### src/hdl/priority_task_queue_macros.svh
// ----------------------------------------------------------------------------
// priority_task_queue_macros
// Assertion macros shared by the priority task queue RTL.
// ----------------------------------------------------------------------------
`ifndef PRIORITY_TASK_QUEUE_MACROS_SVH
`define PRIORITY_TASK_QUEUE_MACROS_SVH

// Check a property on every rising clock edge outside reset
`define PTQ_ASSERT(lbl, prop, msg) \
  lbl: assert property (@(posedge clk) disable iff (!rst_n) (prop)) else $error(msg);

// Check that a condition in one cycle implies another in the next
`define PTQ_ASSERT_NEXT(lbl, ante, cons, msg) \
  lbl: assert property (@(posedge clk) disable iff (!rst_n) (ante) |=> (cons)) \
    else $error(msg);

`endif

### src/hdl/ptq_pkg.sv
`timescale 1ns / 1ps
// ----------------------------------------------------------------------------
// ptq_pkg
// Types and constants of the priority task queue.
// ----------------------------------------------------------------------------
package ptq_pkg;

  localparam int PRIO_W = 16;
  localparam int TAG_W  = 16;
  localparam int ARR_W  = 16;
  localparam int IN_W   = 40;   // 1 + 16 + 16 bits, padded to whole bytes

  // Command codes
  localparam logic CMD_SUBMIT   = 1'b0;
  localparam logic CMD_DISPATCH = 1'b1;

  // One stored task
  typedef struct packed {
    logic signed [PRIO_W-1:0] prio;
    logic        [TAG_W-1:0]  tag;
    logic        [ARR_W-1:0]  arrival;
  } ptq_entry_t;

  // Chain-wide operation of the current cycle
  typedef struct packed {
    logic push;   // insert a new entry in order
    logic pop;    // remove the head, shift towards the head
  } ptq_ctrl_t;

endpackage

### src/hdl/ptq_cell.sv
`timescale 1ns / 1ps
// ----------------------------------------------------------------------------
// ptq_cell
// One slot of the sorted chain: holds an entry and trades with neighbours.
// ----------------------------------------------------------------------------
module ptq_cell
  import ptq_pkg::*;
(
  input  logic       clk,
  input  ptq_ctrl_t  ctrl,
  input  logic       valid,        // slot holds a live entry
  input  ptq_entry_t new_entry,
  input  logic       left_ahead,   // new entry lands at or before the left slot
  input  ptq_entry_t left_entry,
  input  ptq_entry_t right_entry,
  output logic       ahead,        // new entry lands at or before this slot
  output ptq_entry_t entry
);

  ptq_entry_t entry_r;
  ptq_entry_t entry_nxt;

  // New entry goes ahead of an empty slot or a strictly lower priority
  assign ahead = !valid || (new_entry.prio > entry_r.prio);

  // Take from the left, take the new entry, or take from the right
  always_comb begin
    entry_nxt = entry_r;
    if (ctrl.push) begin
      if (left_ahead) begin
        entry_nxt = left_entry;
      end else if (ahead) begin
        entry_nxt = new_entry;
      end
    end else if (ctrl.pop) begin
      entry_nxt = right_entry;
    end
  end

  always_ff @(posedge clk) begin
    entry_r <= entry_nxt;
  end

  assign entry = entry_r;

endmodule

### src/hdl/priority_task_queue.sv
`timescale 1ns / 1ps
// ----------------------------------------------------------------------------
// priority_task_queue
// Bounded priority queue with first-in-first-out order among equal priorities.
// ----------------------------------------------------------------------------
// Usage:
//   Input stream in_*: each transfer is a submit (priority and tag) or a
//   dispatch. Every transfer yields exactly one result on out_*: accepted,
//   found, the dispatched tag and the occupancy after the step.
//   A submit to a full queue is dropped with accepted low; a dispatch on an
//   empty queue returns found low and a zero tag.
//   The result appears in the output register on the cycle after the input
//   transfer. One item per cycle is sustained while the receiver does not
//   stall, since each slot of the sorted chain makes its insert or shift
//   decision combinationally from its own and its neighbours' contents.
//   When the receiver stalls, the result is held and in_tready drops until
//   it is taken; a new input may transfer in the same cycle the held result
//   leaves.
//   Reset clears the occupancy, the arrival stamp and the output valid;
//   slot contents are left as they are and never read while empty.
// ----------------------------------------------------------------------------
`include "priority_task_queue_macros.svh"

module priority_task_queue
  import ptq_pkg::*;
#(
  parameter  int DEPTH = 16,
  localparam int CW    = $clog2(DEPTH + 1),
  localparam int OUT_W = ((2 + TAG_W + CW + 7) / 8) * 8
) (
  input  logic             clk,
  input  logic             rst_n,
  // input: command [0], priority_req [16:1], tag [32:17]
  input  logic [IN_W-1:0]  in_tdata,
  input  logic             in_tvalid,
  output logic             in_tready,
  // output: accepted [0], found [1], out_tag [17:2], occupancy [17+CW:18]
  output logic [OUT_W-1:0] out_tdata,
  output logic             out_tvalid,
  input  logic             out_tready
);

  logic                     in_cmd;
  logic signed [PRIO_W-1:0] in_prio;
  logic        [TAG_W-1:0]  in_tag;
  logic                     in_xfer;

  logic [CW-1:0]    count_r, count_nxt;
  logic [ARR_W-1:0] arrival_r, arrival_nxt;
  logic             full, empty;
  ptq_ctrl_t        ctrl;
  ptq_entry_t       new_entry;

  ptq_entry_t       cell_entry [DEPTH];
  logic             cell_ahead [DEPTH];

  logic [OUT_W-1:0] out_tdata_r, out_tdata_nxt;
  logic             out_tvalid_r, out_tvalid_nxt;
  logic             res_accepted, res_found;
  logic [TAG_W-1:0] res_tag;

  // Unpack the input transfer
  assign in_cmd  = in_tdata[0];
  assign in_prio = in_tdata[PRIO_W:1];
  assign in_tag  = in_tdata[PRIO_W+TAG_W:PRIO_W+1];

  assign in_tready = !out_tvalid_r || out_tready;
  assign in_xfer   = in_tvalid && in_tready;

  // Decide the chain operation
  assign full      = (count_r == CW'(DEPTH));
  assign empty     = (count_r == '0);
  assign ctrl.push = in_xfer && (in_cmd == CMD_SUBMIT) && !full;
  assign ctrl.pop  = in_xfer && (in_cmd == CMD_DISPATCH) && !empty;
  assign new_entry = '{prio: in_prio, tag: in_tag, arrival: arrival_r};

  // Sorted chain, head at slot 0
  for (genvar i = 0; i < DEPTH; i++) begin : g_cell
    logic       left_ahead;
    ptq_entry_t left_entry;
    ptq_entry_t right_entry;

    if (i == 0) begin : g_head
      assign left_ahead = 1'b0;
      assign left_entry = '0;
    end else begin : g_mid
      assign left_ahead = cell_ahead[i-1];
      assign left_entry = cell_entry[i-1];
    end

    if (i == DEPTH - 1) begin : g_tail
      assign right_entry = '0;
    end else begin : g_body
      assign right_entry = cell_entry[i+1];
    end

    ptq_cell u_cell (
      .clk         (clk),
      .ctrl        (ctrl),
      .valid       (count_r > CW'(i)),
      .new_entry   (new_entry),
      .left_ahead  (left_ahead),
      .left_entry  (left_entry),
      .right_entry (right_entry),
      .ahead       (cell_ahead[i]),
      .entry       (cell_entry[i])
    );
  end

  // Advance occupancy and arrival stamp
  always_comb begin
    count_nxt   = count_r;
    arrival_nxt = arrival_r;
    if (ctrl.push) begin
      count_nxt   = count_r + 1'b1;
      arrival_nxt = arrival_r + 1'b1;
    end else if (ctrl.pop) begin
      count_nxt = count_r - 1'b1;
    end
  end

  // Build the result; hold it while the receiver stalls
  assign res_accepted = ctrl.push;
  assign res_found    = ctrl.pop;
  assign res_tag      = ctrl.pop ? cell_entry[0].tag : '0;

  always_comb begin
    out_tdata_nxt  = out_tdata_r;
    out_tvalid_nxt = out_tvalid_r;
    if (in_xfer) begin
      out_tdata_nxt  = OUT_W'({count_nxt, res_tag, res_found, res_accepted});
      out_tvalid_nxt = 1'b1;
    end else if (out_tready) begin
      out_tvalid_nxt = 1'b0;
    end
  end

  always_ff @(posedge clk) begin
    if (!rst_n) begin
      count_r      <= '0;
      arrival_r    <= '0;
      out_tvalid_r <= 1'b0;
    end else begin
      count_r      <= count_nxt;
      arrival_r    <= arrival_nxt;
      out_tvalid_r <= out_tvalid_nxt;
    end
  end

  always_ff @(posedge clk) begin
    out_tdata_r <= out_tdata_nxt;
  end

  assign out_tdata  = out_tdata_r;
  assign out_tvalid = out_tvalid_r;

  // Checks
  `PTQ_ASSERT(a_count_bound, count_r <= CW'(DEPTH), "occupancy above depth")
  `PTQ_ASSERT(a_head_order, (count_r < CW'(2)) || (cell_entry[0].prio >= cell_entry[1].prio), "head slots out of order")
  `PTQ_ASSERT_NEXT(a_push_count, ctrl.push, count_r == $past(count_r) + 1'b1, "submit did not grow the queue")
  `PTQ_ASSERT_NEXT(a_pop_tag, ctrl.pop, out_tdata_r[TAG_W+1:2] == $past(cell_entry[0].tag), "dispatch did not return the head tag")

endmodule

### config.mk
export PLATFORM = sky130hd
export DESIGN_NAME = priority_task_queue
export DESIGN_NICKNAME = d
export VERILOG_FILES = /design/src/hdl/ptq_pkg.sv /design/src/hdl/ptq_cell.sv /design/src/hdl/priority_task_queue.sv
export VERILOG_INCLUDE_DIRS = /design/src /design/src/hdl
export SDC_FILE = /design/constraint.sdc
export NUM_CORES = 2
export LEC_CHECK = 0
export ABC_CLOCK_PERIOD_IN_PS = 9600
export BUFFER_PORTS_ARGS = -buffer_cell sky130_fd_sc_hd__buf_4
export CORE_MARGIN = 2
export CORE_UTILIZATION = 45
export DETAILED_ROUTE_END_ITERATION = 8
export PLACE_DENSITY = 0.6
export RECOVER_POWER = 50
export SLEW_MARGIN = 40
export SYNTH_ARGS = -nofsm -noshare
export SYNTH_HDL_FRONTEND = slang
export SYNTH_HIERARCHICAL = 1
export SYNTH_SLANG_ARGS = --single-unit
### constraint.sdc
create_clock -name clk -period 9.6 [get_ports clk]
set_clock_uncertainty 0.15 [all_clocks]
set_input_delay 1.92 -clock clk [delete_from_list [all_inputs] [get_ports clk]]
set_output_delay 1.92 -clock clk [all_outputs]
set_load 0.1 [all_outputs]
# == Word-level counts from Yosys, hierarchy flattened ==
# Index checks and enable logic that the tools add are counted.
# classes
div_mod_pow,0
add_sub_neg,3
muxes,67
n_shift,0
bitwise,1
n_reduce_logical,60
eq_ne,17
multipliers,0
order_cmp,32
# ops
op,n
2-to-1 mux 48 bit,63
> comparator 16 bit,16
inequality test 3 x 1 -> 1 bit (second input constant),15
> comparator 5 x 4 -> 1 bit (second input constant),8
AND reduction 2 bit,16
> comparator 5 x 3 -> 1 bit (second input constant),4
zero test 1 bit,19
logical OR 1 bit,17
adder 16 x 1 -> 16 bit (second input constant),1
> comparator 5 x 1 -> 1 bit (second input constant),2
> comparator 5 x 2 -> 1 bit (second input constant),2
2-to-1 mux 5 bit,2
adder 5 x 1 -> 5 bit (second input constant),1
== test 5 bit (second input constant),1
logical AND 1 bit,5
zero test 5 bit,1
subtractor 5 x 1 -> 5 bit (second input constant),1
nonzero test 2 bit,2
2-to-1 mux 1 bit,2
inequality test 2 x 1 -> 1 bit (second input constant),1
inverter 1 bit,1
# totals
output_inout_bits,26
mem_count,0
input_bits,44
reg_bits,813
romBits,0
elab_cells,233
ramBits,0
latch_bits,0

# == Logic depth before layout (Yosys ltp) ==
# depth
depth_word,7
depth_mapped,13
ltp_nobuf,10

# == Modules after synthesis ==
# The synthesis kept the hierarchy.
# modules_own_cells
module,instances,area_per_inst_um2,seq_area_each_um2,cells_per_inst
ptq_cell at g_cell[0].u_cell ...,10,2859.0,1441.4,270
ptq_cell at g_cell[4].u_cell ...,6,2879.0,1441.4,270
priority_task_queue,1,2248.4,1131.1,221

# == Least setup slack after synthesis ==
# No wires, ideal clock.
# synth_path
kind,input -> register
startpoint,in out_tready
endpoint,reg g_cell[4].u_cell.entry_r (netlist bit g_cell[4].u_cell/entry[0]) (enable)
slack_ps,3118
n_path_buf,3
required_time_ps,8981
setup_time_ps,469
stages,9
t_arrival_ps,5863
path_cell_list,nor2b_2 inv_2 nand3_2 inv_2 buf_2 clkbuf_1 buf_2 nor2_1 a21oi_1
# synth_between
elab_chain_cells,6
elab_cells_between_ends,9
cone_classes,1 x eq/ne; 8 x reduce/logical
# synth_rtl
item,line_no,rtl
from (decl),priority_task_queue.sv:40,input logic out_tready
logical OR 1 bit *,priority_task_queue.sv:67,assign in_tready = !out_tvalid_r || out_tready;
net in_tready,priority_task_queue.sv:36,"output logic in_tready,"
logical AND 1 bit *,priority_task_queue.sv:68,assign in_xfer = in_tvalid && in_tready;
logical AND 1 bit * (2 in a row),priority_task_queue.sv:73,assign ctrl.push = in_xfer && (in_cmd == CMD_SUBMIT) && !full;
net res_accepted,priority_task_queue.sv:59,"logic res_accepted, res_found;"
inequality test 3 x 1 -> 1 bit (no source line) or nonzero test 2 bit (tied branches),-,
AND reduction 2 bit (no source line) *,-,
to (signal assigned),ptq_cell.sv:41,entry_r <= entry_nxt;
to (decl),ptq_cell.sv:20,ptq_entry_t entry_r;
# The timed path passes the listed nets; every way through them passes the cells marked *.
# A chain may end at the register's enable or synchronous reset.

==> metrics.md <==
| Metric | Value |
|---|---|
| Setup tns final | `0 ns` |
| Req. time, crit path | `a little under 10 ns` |
| Status | `complete, but fails checks` |
| Reg2Reg Setup Slack | `3.76 ns` |
| Final slew viol count | `351` |
| Final ANT Viol Nets | `0` |
| RSZ-0062 raised after global routing | `false` |
| Inserted Clock Buffers | `66` |
| CTS tree | `yes` |
| Area of the multi-input gates | `16400 um^2` |
| Hold Startpoint | `g_cell[0].u_cell/entry[27]` |
| Synthesized cell area | `between 30000 and 40000 um^2` |
| Static Leak | `18.1 nW` |
| Failing checks | `max-capacitance violations, max-slew violations` |
| Non-Filler Instances | `4461` |
| Max cap viols | `9` |
| Post-CTS sizing | `0` |
| Syn-to-layout area delta | `9.02%` |
| Highest Clock Rate | `0.141 GHz` |
| Die area | `79300 um^2` |
| Total GRT Usage | `0.199` |
| Core area | `76100 um^2` |
| Worst min-delay path category | `reg2reg` |
| Port bufs | `61` |
| Nets@finish | `3692` |
| Die X-Extent | `282 um` |
| DRC viols | `0` |
| HPWL Detailed | `56800 um` |
| Maximum clock path buffer count | `3` |
| Fill cells | `7287` |
| Worst reg2reg startpoint | `count_r[0]` |
| Final WL | `79000 um` |
| Hold Fails Final Rpt | `0` |
| DR vias/cell | `5.22` |
| Layout cells sized above 1 | `0.0577` |
| Final worst slack | `~2.5 ns` |
| Syn. warnings | `6` |
| CP Capture Type | `flop` |
| Least-Margin Pin Slew | `3.36 ns` |
| Vias in the first global route | `22474` |
| Final setup vio count | `0` |
| Final Critical Period | `7.07 ns` |
| CP peak stage delay | `1.52 ns` |
| Critical path buffer and inverter count | `3` |
| Critical path type | `in2reg` |
| Routability cong. | `0.826` |
| H-tree depth | `3` |
| CTS root buffer | `clkbuf_16` |
| Crit path DAT | `7.22 ns` |
| Clock latency on the worst-skew pair | `0.61 ns` |
| Max-slew headroom | `-1.24` |
| First-pass GRT wire length | `125000 um` |
| VDD IR max | `around 0.12 mV` |
| Crit path launch type | `primary input` |
| Most frequent cell on the critical path | `nand4_1` |
| CP startpoint | `in_tdata[6]` |
| Syn_area_per_cell | `10.2 um^2` |
| Clk sinks | `~540` |
| Crit Path Max Fanout | `33` |
| Hold_buf cts | `0` |
| Via count | `23290` |
| Num ports | `70` |
| TritonRoute pass-1 iters | `7` |
| Post-CTS Repair Setup Buffers | `0` |
| Crit-path slowest cell | `and3_1` |
| Pre-CTS setup slack | `3.89 ns` |
| Delay-heaviest family, CP | `simple AND/OR/NAND/NOR gates` |
| Worst-path clk slew | `~0.06 ns` |
| Reg-to-Reg End | `g_cell[15].u_cell/entry[20]` |
| Die Height | `282 um` |
| Hold Path Cell Cnt | `1` |
| Pwr/cell area | `190 nW/um^2` |
| Reg2Reg Depth | `8` |
| Cell count after synthesis | `3386` |
| # rows | `slightly above 100` |
| Initial antenna violation count | `3` |
| Largest net degree at the start of global routing | `184` |
| Min Hold Slack | `slightly above 0.4 ns` |
| Worst path cell trace | `clkbuf_1 -> ha_1 -> nand4_1 -> nor3_1 -> o21ai_0 -> nand4_1 -> and3_1 -> a31oi_1 -> a21oi_4 -> buf_6 -> buf_8` |
| Average wire per standard cell | `17.7 um` |
| Drt first-iter violations | `1576` |
| Grt ovf | `0` |
| Starting Density | `0.456` |
| Final Cycle Share | `0.736` |
| Register area | `between 15000 and 20000 um^2` |
| Hold EP | `out_tdata[13]` |
| Placed Instances | `4347` |
[worst max path at each step]
| stage | endpoint | cells after the start |
|---|---|---|
| 3_5_place_dp | g_cell[3].u_cell/entry[41] | 9 |
| 3_3_place_gp | g_cell[3].u_cell/entry[41] | 9 |
| 6_report | g_cell[7].u_cell/entry[26] | 11 |
| 2_1_floorplan | g_cell[6].u_cell/entry[16] | 11 |
| 4_1_cts | g_cell[3].u_cell/entry[40] | 9 |
| 5_1_grt | g_cell[7].u_cell/entry[23] | 11 |
[stage by stage]
stage	area (um^2)	util	total power [W]
after floorplan	34900	-	0.00445
after global placement	35800	0.471	0.00486
after detailed placement	36100	0.474	0.00493
after CTS	38100	0.500	0.00726
after global routing	37800	0.497	0.00756
final	37800	0.497	0.00717
[power breakdown]
group,switching [W],internal [W],total [W],leakage [nW]
combinational,0.00103,0.000615,0.00165,12.1
sequential,0.000190,0.00303,0.00322,5.06
clock,0.00101,0.00130,0.00231,0.958
total,0.00223,0.00495,0.00717,18.1
[flip-flops by register name, indices dropped and copies added, names as in the netlist]
name / count
count_r: 5
g_cell.u_cell/entry: 512
out_tdata: 23
out_tvalid: 1
[placed cells by master, fill, tap and decap left out, types with 7 or more instances in the layout]
cell type,instances
ha_1,262
a41oi_1,7
edfxtp_1,535
and2_0,9
o221ai_1,10
nor4_1,10
nor2_1,552
buf_4,52
a31oi_1,12
nand3_1,11
inv_1,297
a221oi_1,10
buf_8,8
clkinv_1,13
a21o_1,22
conb_1,66
a211o_1,7
nand2b_1,22
clkbuf_1,52
o22a_1,7
a21oi_1,585
nand2_1,55
clkinv_2,10
a211oi_1,12
nor3_1,14
and3_1,13
a22oi_1,9
o21ai_0,34
and2_1,8
nand4_2,16
clkbuf_16,66
mux2i_1,515
nand4_1,44
[layout make-up]
| type | count | area share |
|---|---|---|
| antenna | 1 | 0.0000662 |
| clock buffer | 81 | 0.0452 |
| clock inverter | 31 | 0.00662 |
| inverter | 300 | 0.0301 |
| multi-input combinational | 2372 | 0.435 |
| sequential | 541 | 0.428 |
| tap | 1030 | 0.0341 |
| timing repair buffer | 105 | 0.0208 |
[metal layers]
layer  track usage  share of wire  routed length (um)  up-vias
met5             0        0.00022                  17        -
met4        0.0547          0.024                1870        4
met3        0.0293          0.035                2780      108
met2         0.310           0.44               34600      322
met1         0.288           0.50               39700    10675
li1              -              -                   -    12181
(Power assumes the default switching activity.)
